## config.mk

```make
export PLATFORM = sky130hd
export DESIGN_NAME = stepper_wave_drive_homing
export DESIGN_NICKNAME = d
export VERILOG_FILES = /design/src/rtl/swdh_pkg.sv /design/src/rtl/stepper_wave_drive_homing.sv
export SDC_FILE = /design/constraint.sdc
export NUM_CORES = 1
export LEC_CHECK = 0
export ABC_AREA = 1
export BUFFER_PORTS_ARGS = -buffer_cell sky130_fd_sc_hd__buf_2
export CAP_MARGIN = 15
export CELL_PAD_IN_SITES_DETAIL_PLACEMENT = 1
export CELL_PAD_IN_SITES_GLOBAL_PLACEMENT = 2
export CORE_ASPECT_RATIO = 0.6
export CORE_MARGIN = 3
export CORE_UTILIZATION = 33
export DETAILED_ROUTE_END_ITERATION = 8
export GPL_ROUTABILITY_DRIVEN = 0
export MAX_ROUTING_LAYER = met4
export PLACE_DENSITY_LB_ADDON = 0.1
export SETUP_SLACK_MARGIN = 0.05
export SYNTH_ARGS = -nofsm -noshare
export SYNTH_HDL_FRONTEND = slang
export SYNTH_SLANG_ARGS = --single-unit
```

## constraint.sdc

```tcl
create_clock -name clk -period 2.7 [get_ports clk]
set_input_delay 0.27 -clock clk [delete_from_list [all_inputs] [get_ports clk]]
set_output_delay 0.27 -clock clk [all_outputs]
set_load 0.03 [all_outputs]
```

## src/rtl/swdh_pkg.sv

```systemverilog
// ----------------------------------------------------------------------------
// swdh_pkg
// Shared types, sizes and helpers for the wave-drive stepper sequencer.
// ----------------------------------------------------------------------------
package swdh_pkg;

    localparam int NUM_COILS = 4;   // 2 .. 8
    localparam int POS_WIDTH = 16;  // 8 .. 32

    localparam int PHASE_W   = (NUM_COILS > 1) ? $clog2(NUM_COILS) : 1;

    // Field widths of the stream items
    localparam int FUNC_W    = 2;
    localparam int TARGET_W  = 16;
    localparam int COIL_W    = 4;
    localparam int CURPOS_W  = 16;
    localparam int MODE_W    = 2;

    localparam int S_TDATA_W = 24;  // target(16) + detector(1), padded
    localparam int M_TDATA_W = 24;  // coils(4) + position(16) + mode(2), padded

    localparam logic [PHASE_W-1:0] PHASE_LAST = PHASE_W'(NUM_COILS - 1);
    localparam logic [63:0]        POS_MAX64  = (64'd1 << POS_WIDTH) - 64'd1;

    typedef enum logic [MODE_W-1:0] {
        MODE_IDLE   = 2'd0,
        MODE_CALIB  = 2'd1,
        MODE_MOVING = 2'd2
    } mode_t;

    typedef enum logic [FUNC_W-1:0] {
        FUNC_TICK  = 2'd0,
        FUNC_MOVE  = 2'd1,
        FUNC_CALIB = 2'd2,
        FUNC_NONE  = 2'd3
    } func_t;

    // One-hot coil enables, only the low COIL_W coils are visible
    function automatic logic [COIL_W-1:0] coil_bits(input logic [PHASE_W-1:0] phase);
        logic [COIL_W-1:0] res;
        res = '0;
        for (int i = 0; i < COIL_W; i++)
        begin
            res[i] = (i < NUM_COILS) && (32'(phase) == i);
        end
        return res;
    endfunction

    // Saturate a requested target to the position range
    function automatic logic [POS_WIDTH-1:0] sat_target(input logic [TARGET_W-1:0] tgt);
        logic [63:0] t64;
        t64 = 64'(tgt);
        if (t64 > POS_MAX64)
        begin
            t64 = POS_MAX64;
        end
        return t64[POS_WIDTH-1:0];
    endfunction

endpackage

```

## src/rtl/stepper_wave_drive_homing.sv

```systemverilog
// ----------------------------------------------------------------------------
// stepper_wave_drive_homing
// Wave-drive stepper sequencer with homing: ticks, move and calibrate requests.
// ----------------------------------------------------------------------------
// The result item is registered and valid in the cycle after its input item is accepted.
// Throughput: 1 item per cycle while results are taken (m_tready); the state update is one
//   compare and increment between the state registers and the result register.
// Reset: asynchronous, active low; comes up calibrating, position and
//   destination zero, phase zero (coil 0 selected), no result pending.
// ----------------------------------------------------------------------------
module stepper_wave_drive_homing
    import swdh_pkg::*;
(
    input  logic                 clk,
    input  logic                 rst_n,
    input  logic                 s_tvalid,
    output logic                 s_tready,
    input  logic [S_TDATA_W-1:0] s_tdata,  // [15:0] target_position, [16] detector_active
    input  logic [FUNC_W-1:0]    s_tuser,  // [1:0] func
    output logic                 m_tvalid,
    input  logic                 m_tready,
    output logic [M_TDATA_W-1:0] m_tdata   // [3:0] coil_drive, [19:4] current_position,
                                           // [21:20] mode
);

    mode_t                run_mode_reg,    run_mode_next;
    logic [POS_WIDTH-1:0] position_reg,    position_next;
    logic [POS_WIDTH-1:0] destination_reg, destination_next;
    logic [PHASE_W-1:0]   phase_reg,       phase_next;
    logic                 out_valid_reg;
    logic [M_TDATA_W-1:0] out_data_reg,    out_data_next;

    logic [TARGET_W-1:0]  in_target;
    logic                 in_detector;
    func_t                in_func;
    logic                 in_accept;
    logic [31:0]          pos_ext;
    logic [PHASE_W-1:0]   phase_fwd, phase_bwd;

    assign in_target   = s_tdata[TARGET_W-1:0];
    assign in_detector = s_tdata[TARGET_W];
    assign in_func     = func_t'(s_tuser);

    // Result register frees up when its item is taken this cycle
    assign s_tready  = !out_valid_reg || m_tready;
    assign in_accept = s_tvalid && s_tready;

    assign phase_fwd = (phase_reg == PHASE_LAST) ? '0 : phase_reg + PHASE_W'(1);
    assign phase_bwd = (phase_reg == '0) ? PHASE_LAST : phase_reg - PHASE_W'(1);

    always_comb
    begin
        run_mode_next    = run_mode_reg;
        position_next    = position_reg;
        destination_next = destination_reg;
        phase_next       = phase_reg;
        case (in_func)
            FUNC_TICK:
            begin
                if (run_mode_reg == MODE_CALIB)
                begin
                    if (in_detector)
                    begin
                        phase_next = phase_fwd;
                    end
                    else
                    begin
                        run_mode_next    = MODE_IDLE;
                        position_next    = '0;
                        destination_next = '0;
                    end
                end
                else if (run_mode_reg == MODE_MOVING)
                begin
                    if (position_reg > destination_reg)
                    begin
                        phase_next    = phase_bwd;
                        position_next = position_reg - POS_WIDTH'(1);
                    end
                    else if (position_reg < destination_reg)
                    begin
                        phase_next    = phase_fwd;
                        position_next = position_reg + POS_WIDTH'(1);
                    end
                    else
                    begin
                        run_mode_next = MODE_IDLE;
                    end
                end
            end
            FUNC_MOVE:
            begin
                if (run_mode_reg == MODE_IDLE)
                begin
                    destination_next = sat_target(in_target);
                    run_mode_next    = MODE_MOVING;
                end
            end
            FUNC_CALIB:
            begin
                if (run_mode_reg == MODE_IDLE)
                begin
                    run_mode_next = MODE_CALIB;
                end
            end
            default:
            begin
                run_mode_next = run_mode_reg;
            end
        endcase

        pos_ext       = 32'(position_next);
        out_data_next = '0;
        out_data_next[COIL_W-1:0]                  = coil_bits(phase_next);
        out_data_next[COIL_W +: CURPOS_W]          = pos_ext[CURPOS_W-1:0];
        out_data_next[COIL_W + CURPOS_W +: MODE_W] = run_mode_next;
    end

    always_ff @(posedge clk or negedge rst_n)
    begin
        if (!rst_n)
        begin
            run_mode_reg    <= MODE_CALIB;
            position_reg    <= '0;
            destination_reg <= '0;
            phase_reg       <= '0;
            out_valid_reg   <= 1'b0;
        end
        else
        begin
            if (in_accept)
            begin
                run_mode_reg    <= run_mode_next;
                position_reg    <= position_next;
                destination_reg <= destination_next;
                phase_reg       <= phase_next;
                out_valid_reg   <= 1'b1;
            end
            else if (m_tready)
            begin
                out_valid_reg <= 1'b0;
            end
        end
    end

    always_ff @(posedge clk)
    begin
        if (in_accept)
        begin
            out_data_reg <= out_data_next;
        end
    end

    assign m_tvalid = out_valid_reg;
    assign m_tdata  = out_data_reg;

    // Position moves only while moving or on the calibration exit
    a_pos_only_when_busy: assert property (@(posedge clk) disable iff (!rst_n)
        (position_reg != $past(position_reg)) |-> ($past(run_mode_reg) != MODE_IDLE))
        else $error("position changed while idle");

    // A tick while idle leaves the block idle
    a_idle_tick_stays: assert property (@(posedge clk) disable iff (!rst_n)
        (in_accept && in_func == FUNC_TICK && run_mode_reg == MODE_IDLE)
        |=> (run_mode_reg == MODE_IDLE))
        else $error("tick left idle mode");

    // A result appears only after an item was taken
    a_result_from_accept: assert property (@(posedge clk) disable iff (!rst_n)
        $rose(m_tvalid) |-> $past(in_accept))
        else $error("result without accepted item");

    // At most one coil on
    a_coil_onehot: assert property (@(posedge clk) disable iff (!rst_n)
        m_tvalid |-> $onehot0(m_tdata[COIL_W-1:0]))
        else $error("more than one coil driven");

endmodule
```

==> results.toml, run 1 <==
[status]
status = "complete, no violations"

[synthesis]
synth_mux_area_share_pct = 0
synth_compound_area_share_pct = 9.76
netlist_area_sq_um = 3880
avgSynthCellArea_sq_um = 7.45
ys.warnings.count = 0
synth-seq-cells = 59
synth-xor-area-share_pct = 0
yosys.area_share.simple_pct = 32.8
synth-adder-area-share_pct = 6.44
postSynth.asyncResetShare_pct = 62.7
syn_inst = 521
ys.flop_type = "dfrtp_1"
ys_types = 38
synth_top_family_by_area = "simple AND/OR/NAND/NOR gates"
ys_seq_area_share_pct = 40.9
synth_edf_count = 22

[sta]
worst_pin_slew_ns = 0.953
setup_viol = 0
maxSlewHeadroom_pct = 36.5
period_share_pct = 91.9
fin_crit_ns = 2.48
clock_skew_ns = 0.00510
final.setup.tns_ns = 0
grt_setup_unrepaired = "false"
hold_violations = 0
max_freq_mhz = 403
finalMaxSlewViolations = 0

[clocking]
insertion_delay_ns = 0.33
clock-sinks = 59
h-tree-depth = 3
cts_buffers = 9
cts_buffer_depth = 2
cts-root-buf = "clkbuf_16"
cts_tree = "yes"
clk_pin_slew_ns = 0.05

[critical_path]
cp_max_fo = 7
cp.arrival_ns = 2.56
slowest_delay_ns = 0.46
critPathKind = "reg2reg"
crit_path_top_delay_cell = "dfrtp_1"
required_ns = 2.78
r2r_setup_slack_ns = 0.22
cp_top_family = "simple AND/OR/NAND/NOR gates"
cp_common_cell = "nand2_1"
worstRegToRegCells = 14
crit_buf_inv = 2
critPathLaunchType = "flop"
r2r_end = "m_tdata[1]"
crit_chain = "ha_4 -> nand2_1 -> nor2_1 -> nand4_1 -> inv_2 -> nand2_4 -> nand2_8 -> clkinvlp_4 -> nand2_1 -> o21ai_0 -> o21ai_1 -> nand2_1 -> nand2_2 -> a21oi_1"
end_kind = "flop"
rr_startpoint = "position_reg[9]"

[grt]
grt_pass1_vias = 3718
grt_max_degree = 44
antenna_found_initial = 0
grt_pass1_wl_microns = 19600
grt_usage_pct = 19.3
grt_overflow = 0

[floorplan]
dieArea_sq_um = 13100
fp.dieW_microns = 146
pin_count = 56
row_count = 29
chipHeight_microns = 90.0
start_util_pct = 35.3
core_area_sq_um = 11000

[routing]
ant_nets = 0
wl_per_cell_microns = 15.5
dr.first_iter.drc_count = 216
wirelength_microns = 11600
vias_per_cell = 4.75
num_vias = 3550
drc_errors = 0
dr.pass1.iters = 4

[cells_and_area]
fin_nets = 638
areaGrowthSynthToFinish_pct = 23.3
layout-drive-gt1-share_pct = 22.4
final_common_cell = "nand2_1"
largest_reg_flops = 22
final_cell_mix = "nand2_1 (142), inv_1 (73), nand3_1 (55)"
final_area_sq_um = 4790
nFillCells = 1381
antenna_cells = 0

[place]
port_buffers = 46
place_area_sq_um = 4380
hpwl_microns = 8930

[pwr]
power.density_nw_per_um2 = 1150
leakage_nw = 2.48
ir_drop_mv = 0.406

[job]
cap_violations = 0

[min_path]
hold_path_class = "in2async"
[area by class of cell]
class	instances	area [sq um]	share of cell area [%]
Sequential cell	59	1590	33.2
Tap cell	155	194	4.05
Clock inverter	3	42.5	0.888
Multi-Input combinational cell	366	1960	40.9
Clock buffer	13	282	5.88
Timing Repair Buffer	71	418	8.73
Inverter	81	308	6.43
[metrics by stage]
stage	util [%]	hold WS (ns)	total power (W)	std cells	setup slack, ns
after floorplan	-	-0.0256	0.00336	522	0.413
after global placement	39.9	0.477	0.00395	728	0.216
after detailed placement	39.9	0.475	0.00407	728	0.118
after CTS	42.8	0.117	0.00534	744	0.103
after global routing	43.6	0.152	0.00601	748	0.0497
final	43.6	0.0839	0.00549	748	0.219
[cell usage after synthesis (2+ instances only)]
master	instances	share of area, %
nand2_4	3	0.87
o21ai_0	30	3.9
o21bai_2	3	0.87
buf_4	2	0.39
buf_6	2	0.58
a21oi_2	2	0.45
edfxtp_1	22	17
nor2_4	3	0.87
inv_2	6	0.58
nand4_1	6	0.97
clkbuf_1	9	0.87
nor2_1	40	3.9
nand2_2	5	0.81
ha_1	20	6.4
dfrtp_1	36	23
nand2_1	144	14
inv_1	75	7.2
o21ai_1	15	1.9
nor3_2	4	1.0
nor2_2	9	1.4
nor3_1	2	0.26
a21oi_1	10	1.3
o211ai_1	2	0.39
nand3_1	55	7.1
buf_2	3	0.39
[timing repair]
item / in CTS / in global routing
hold buffers: 0 / 0
buffers inserted: 0 / 4
gates resized for setup: 0 / 12
setup endpoints to repair: 0 / 14
[cell families after synthesis]
group / after synthesis
other cells: 1
buf+inv: 97
fa+ha+maj: 20
flops: 59
simple gates: 277
compound gates: 67
[power by group]
group / switching [W] / total, W / internal, W / leakage, nW
Clock: 0.000412 / 0.00123 / 0.000819 / 0.157
Combinational: 0.00187 / 0.00285 / 0.000983 / 1.63
Sequential: 0.000176 / 0.00141 / 0.00123 / 0.699
[worst max path at each step]
stage | startpoint | end | cells past startpoint
3_3_place_gp | position_reg[8] | m_tdata[3] | 14
4_1_cts | position_reg[8] | m_tdata[18] | 14
3_5_place_dp | position_reg[8] | m_tdata[18] | 14
6_report | position_reg[9] | m_tdata[1] | 14
5_1_grt | position_reg[8] | m_tdata[1] | 14
2_1_floorplan | m_tvalid | m_tdata[0] | 4
[metal layers]
layer | global-route usage, % | share of wire, % | vias up
met5 | - | 0 | -
met4 | 5.16 | 1.1 | 0
met3 | 3.92 | 4.1 | 10
met2 | 26.7 | 40 | 73
met1 | 28.6 | 55 | 1657
li1 | - | - | 1810
(Power assumes the default switching activity.)
==> run 2: changes to the inputs <==
--- a/config.mk
+++ b/config.mk
@@ -16,7 +16,7 @@
 export DETAILED_ROUTE_END_ITERATION = 8
 export GPL_ROUTABILITY_DRIVEN = 0
 export MAX_ROUTING_LAYER = met4
-export PLACE_DENSITY_LB_ADDON = 0.1
+export PLACE_DENSITY = 0.85
 export SETUP_SLACK_MARGIN = 0.05
 export SYNTH_ARGS = -nofsm -noshare
 export SYNTH_HDL_FRONTEND = slang
==> run 2 against run 1 <==
  * Utilization increased by 0.30 points
  * Final area increased by 0.68%
  * Clock power decreased by 8%
  * Global-route usage decreased by 0.36 points
  * Sequential share of layout area decreased by 0.15 points
  * Worst hold slack improved by 0.00070 ns
  * Maximum frequency about the same
  * Non-clock buffer count increased by 4
  * Wire length increased by 3.7%
  * Die area unchanged
  * Sequential power about the same
==> results.toml, run 2 (synthesized netlist as in run 1, its figures left out) <==
[cells_and_area]
largest_reg_flops = 22
fin_nets = 643
areaGrowthSynthToFinish_pct = 24.2
final_cells = 753
antenna_cells = 0
layout-drive-gt1-share_pct = 23.1
nFillCells = 1391
final_cell_mix = "nand2_1 (143), inv_1 (73), nand3_1 (55)"
final_common_cell = "nand2_1"

[sta]
final.setup.tns_ns = 0
grt_setup_unrepaired = "true"
finalMaxSlewViolations = 0
holdWs_ns = 0.0846
worst_pin_slew_ns = 0.949
hold_violations = 0
clock_skew_ns = 0.00636
setup_viol = 0
maxSlewHeadroom_pct = 36.8
period_share_pct = 92.0
max_freq_mhz = 403
fin_crit_ns = 2.48

[critical_path]
r2r_setup_slack_ns = 0.22
cp_max_fo = 16
worstRegToRegCells = 15
critPathLaunchType = "flop"
r2r_end = "m_tdata[13]"
critPathKind = "reg2reg"
cp.arrival_ns = 2.58
required_ns = 2.79
rr_startpoint = "position_reg[5]"
end_kind = "flop"

[pwr]
leakage_nw = 2.49
ir_drop_mv = 0.486
power.density_nw_per_um2 = 1180

[grt]
grt_usage_pct = 19.0
antenna_found_initial = 0
grt_pass1_vias = 3764
grt_overflow = 0
grt_pass1_wl_microns = 19400
grt_max_degree = 44

[routing]
dr.pass1.iters = 4
met2_length_microns = 4910
dr.first_iter.drc_count = 203
highest_layer = "met4"
wirelength_microns = 12000
ant_nets = 0
wl_per_cell_microns = 16.0
num_vias = 3707
drc_errors = 0
vias_per_cell = 4.92
wl_met3_microns = 457
met1_length_microns = 6540

[clocking]
insertion_delay_ns = 0.33
clk_pin_slew_ns = 0.05
cts-root-buf = "clkbuf_16"
cts_buffer_depth = 2
clock-sinks = 59
cts_hold_buf = 0
cts_buffers = 9
cts_tree = "yes"
h-tree-depth = 3

[floorplan]
chipHeight_microns = 90.0
fp.dieW_microns = 146
dieArea_sq_um = 13100
start_util_pct = 35.3
row_count = 29
core_area_sq_um = 11000
pin_count = 56

[place]
port_buffers = 46
placed_cells = 723
hpwl_microns = 8670

[min_path]
hold_path_class = "in2async"

[status]
status = "complete, no violations"

[job]
cap_violations = 0
## run 2: how the worst max path moves through the flow
stage | start | endpoint | slack (ns)
floorplan | m_tvalid | m_tdata[0] | 0.41
global placement | position_reg[8] | m_tdata[3] | 0.20
detailed placement | position_reg[5] | m_tdata[18] | 0.12
CTS | position_reg[0] | m_tdata[18] | 0.09
global route | position_reg[0] | m_tdata[13] | 0.03
finish | position_reg[5] | m_tdata[13] | 0.22
## run 2: what timing repair did
action	in CTS	in global routing
endpoints found under the setup margin	0	32
endpoints found under the hold margin	0	0
resized for setup	0	18
setup buffers	0	13
## run 2: area by class of cell
type	count	area, sq um	share of cell area, %
clock buffer	15	289	5.99
clock inverter	1	5.00	0.104
inverter	81	307	6.36
multi-input combinational	367	1990	41.2
sequential	59	1590	33.0
tap	155	194	4.02
timing repair buffer	75	448	9.29
## run 2: critical path, cell delays in order (launching register included)
cell and delay (ns):
dfrtp_1 0.46, ha_1 0.35, a21oi_1 0.18, nor2_1 0.06, nor2_1 0.08, nand2_1 0.10, nand2_4 0.14, nand2_8 0.10
nand2_8 0.14, inv_1 0.08, o21ai_0 0.11, nand3_2 0.12, nand2_1 0.09, nand3_1 0.10, nand2_1 0.09, inv_1 0.04
## run 2: through the flow
step,utilization (%),worst slack [ns],total power [W],area [sq um]
after floorplan,-,0.413,0.00336,3890
after global placement,39.5,0.202,0.00389,4350
after detailed placement,39.5,0.118,0.00404,4350
after CTS,42.2,0.0852,0.00520,4640
after global routing,43.9,0.0294,0.00621,4820
final,43.9,0.217,0.00571,4820
## run 2: per-layer routing
| metal | up-vias | global-route usage, % |
|---|---|---|
| li1 | 1822 | - |
| met1 | 1799 | 27.5 |
| met2 | 73 | 26.7 |
| met3 | 13 | 4.12 |
| met4 | 0 | 5.01 |
| met5 | - | - |
## run 2: power breakdown
group | internal [W] | switching, W
sequential | 0.00123 | 0.000196
clock | 0.000726 | 0.000404
combinational | 0.00115 | 0.00200
total | 0.00311 | 0.00260
==> run 3: changes to the inputs <==
--- a/config.mk
+++ b/config.mk
@@ -16,7 +16,7 @@
 export DETAILED_ROUTE_END_ITERATION = 8
 export GPL_ROUTABILITY_DRIVEN = 0
 export MAX_ROUTING_LAYER = met4
-export PLACE_DENSITY = 0.85
+export PLACE_DENSITY = 0.79
 export SETUP_SLACK_MARGIN = 0.05
 export SYNTH_ARGS = -nofsm -noshare
 export SYNTH_HDL_FRONTEND = slang
==> run 3 against run 2 <==
  * First-iteration DRC count is 1.5% higher
  * Clock power is 7% lower
  * Worst hold slack worse by 0.0074 ns
  * Sequential cell count stayed put
  * Combinational power is 6.3% lower
  * Highest routed layer unchanged
==> results.toml, run 3 (synthesized netlist as in run 1, its figures left out) <==
[job]
cap_violations = 0

[sta]
setup_viol = 0
worst_pin_slew_ns = 0.942
maxSlewHeadroom_pct = 37.2
grt_setup_unrepaired = "false"
final.setup.tns_ns = 0
fin_crit_ns = 2.47
holdWs_ns = 0.0772
clock_skew_ns = 0.00725
max_freq_mhz = 404
period_share_pct = 91.6
finalMaxSlewViolations = 0
hold_violations = 0

[cells_and_area]
final_common_cell = "nand2_1"
antenna_cells = 0
areaGrowthSynthToFinish_pct = 21.3
fin_nets = 634
layout-drive-gt1-share_pct = 21.6
final_util_pct = 42.8
final_cell_mix = "nand2_1 (143), inv_1 (74), nand3_1 (55)"
largest_reg_flops = 22
final_area_sq_um = 4710

[routing]
num_vias = 3576
wl_per_cell_microns = 15.7
vias_per_cell = 4.81
wirelength_microns = 11700
ant_nets = 0
drc_errors = 0
dr.first_iter.drc_count = 206
dr.pass1.iters = 4

[critical_path]
r2r_setup_slack_ns = 0.23
cp_max_fo = 8
required_ns = 2.80
critPathLaunchType = "flop"
worstRegToRegCells = 14
end_kind = "flop"
crit_chain = "ha_1 -> nand2_2 -> nor2_4 -> nand2_1 -> nor3b_1 -> nand2_4 -> nand2_4 -> nand2_1 -> nand2_1 -> nand2_1 -> nand2_1 -> nand2_2 -> nand2_1 -> inv_1"
cp_common_cell = "nand2_1"
r2r_end = "m_tdata[3]"
crit_path_top_delay_cell = "dfrtp_2"
cp_top_family = "simple AND/OR/NAND/NOR gates"
crit_buf_inv = 1
cp.arrival_ns = 2.57
critPathKind = "reg2reg"
slowest_delay_ns = 0.49
rr_startpoint = "position_reg[7]"

[grt]
grt_pass1_vias = 3603
grt_overflow = 0
grt_pass1_wl_microns = 19100
grt_max_degree = 44
grt_usage_pct = 18.9
antenna_found_initial = 0

[place]
place_area_sq_um = 4350
port_buffers = 46
hpwl_microns = 8570

[floorplan]
chipHeight_microns = 90.0
row_count = 29
core_area_sq_um = 11000
dieArea_sq_um = 13100
fp.dieW_microns = 146
pin_count = 56
start_util_pct = 35.3

[status]
status = "complete, no violations"

[clocking]
cts_hold_buf = 0
cts-root-buf = "clkbuf_16"
clk_pin_slew_ns = 0.05
cts_tree = "yes"
clock-sinks = 59
h-tree-depth = 3
cts_buffers = 9
cts_buffer_depth = 2
insertion_delay_ns = 0.34

[pwr]
ir_drop_mv = 0.395
power.density_nw_per_um2 = 1150
leakage_nw = 2.43

[min_path]
hold_path_class = "in2async"
run 3: cell types whose count changed in the layout (fill, tap and decap cells not counted), sizes merged:
| cell | before | now |
|---|---|---|
| buf | 75 | 67 |
| clkbuf | 15 | 13 |
| clkinv | 1 | 3 |
| clkinvlp | 0 | 1 |
| inv | 81 | 80 |
| nand2 | 153 | 152 |
run 3: stage by stage:
step / total power [W] / worst slack (ns) / instances
after floorplan: 0.00336 / 0.413 / 522
after global placement: 0.00390 / 0.137 / 723
after detailed placement: 0.00401 / 0.122 / 723
after CTS: 0.00510 / 0.109 / 739
after global routing: 0.00591 / 0.0456 / 744
final: 0.00543 / 0.227 / 744
run 3: where the power goes:
group / internal (W) / switching (W) / total (W) / leakage (nW)
clock: 0.000641 / 0.000409 / 0.00105 / 0.133
sequential: 0.00123 / 0.000191 / 0.00143 / 0.695
combinational: 0.00108 / 0.00187 / 0.00295 / 1.60
total: 0.00296 / 0.00247 / 0.00543 / 2.43
run 3: timing repair:
| action | in CTS | in global routing |
|---|---|---|
| setup buffers | 0 | 5 |
| endpoints found under the setup margin | 0 | 19 |
| gates resized for setup | 0 | 10 |
| endpoints found under the hold margin | 0 | 0 |
run 3: layout make-up:
type / instances / area (sq um)
Clock buffer: 13 / 250
Clock inverter: 3 / 15.0
Fill cell: 1403 / 6280
Inverter: 81 / 308
Multi-Input combinational cell: 366 / 1940
Sequential cell: 59 / 1590
Tap cell: 155 / 194
Timing Repair Buffer: 67 / 413
run 3: worst max-delay path by stage:
stage	start	to	slack (ns)	depth (start not counted)
final	position_reg[7]	m_tdata[3]	0.23	14
after global routing	position_reg[5]	m_tdata[3]	0.05	16
after CTS	position_reg[7]	m_tdata[18]	0.11	14
after detailed placement	position_reg[7]	m_tdata[18]	0.12	14
after global placement	position_reg[8]	m_tdata[3]	0.14	14
after floorplan	m_tvalid	m_tdata[0]	0.41	4
run 3: layer usage:
| metal | vias up | global-route usage [%] | share of wire [%] |
|---|---|---|---|
| met5 | - | - | 0 |
| met4 | 0 | 5.32 | 0.99 |
| met3 | 13 | 5.48 | 5.9 |
| met2 | 64 | 26.5 | 40 |
| met1 | 1700 | 26.6 | 53 |
| li1 | 1799 | - | - |
run 3: worst register-to-register path, delay by kind of cell (launching register included):
kind / cells / cell delay, ns
buffers and inverters: 1 / 0.04
flip-flops: 1 / 0.49
AND/OR/NAND/NOR: 12 / 1.37
adder cells (fa/ha/maj): 1 / 0.35
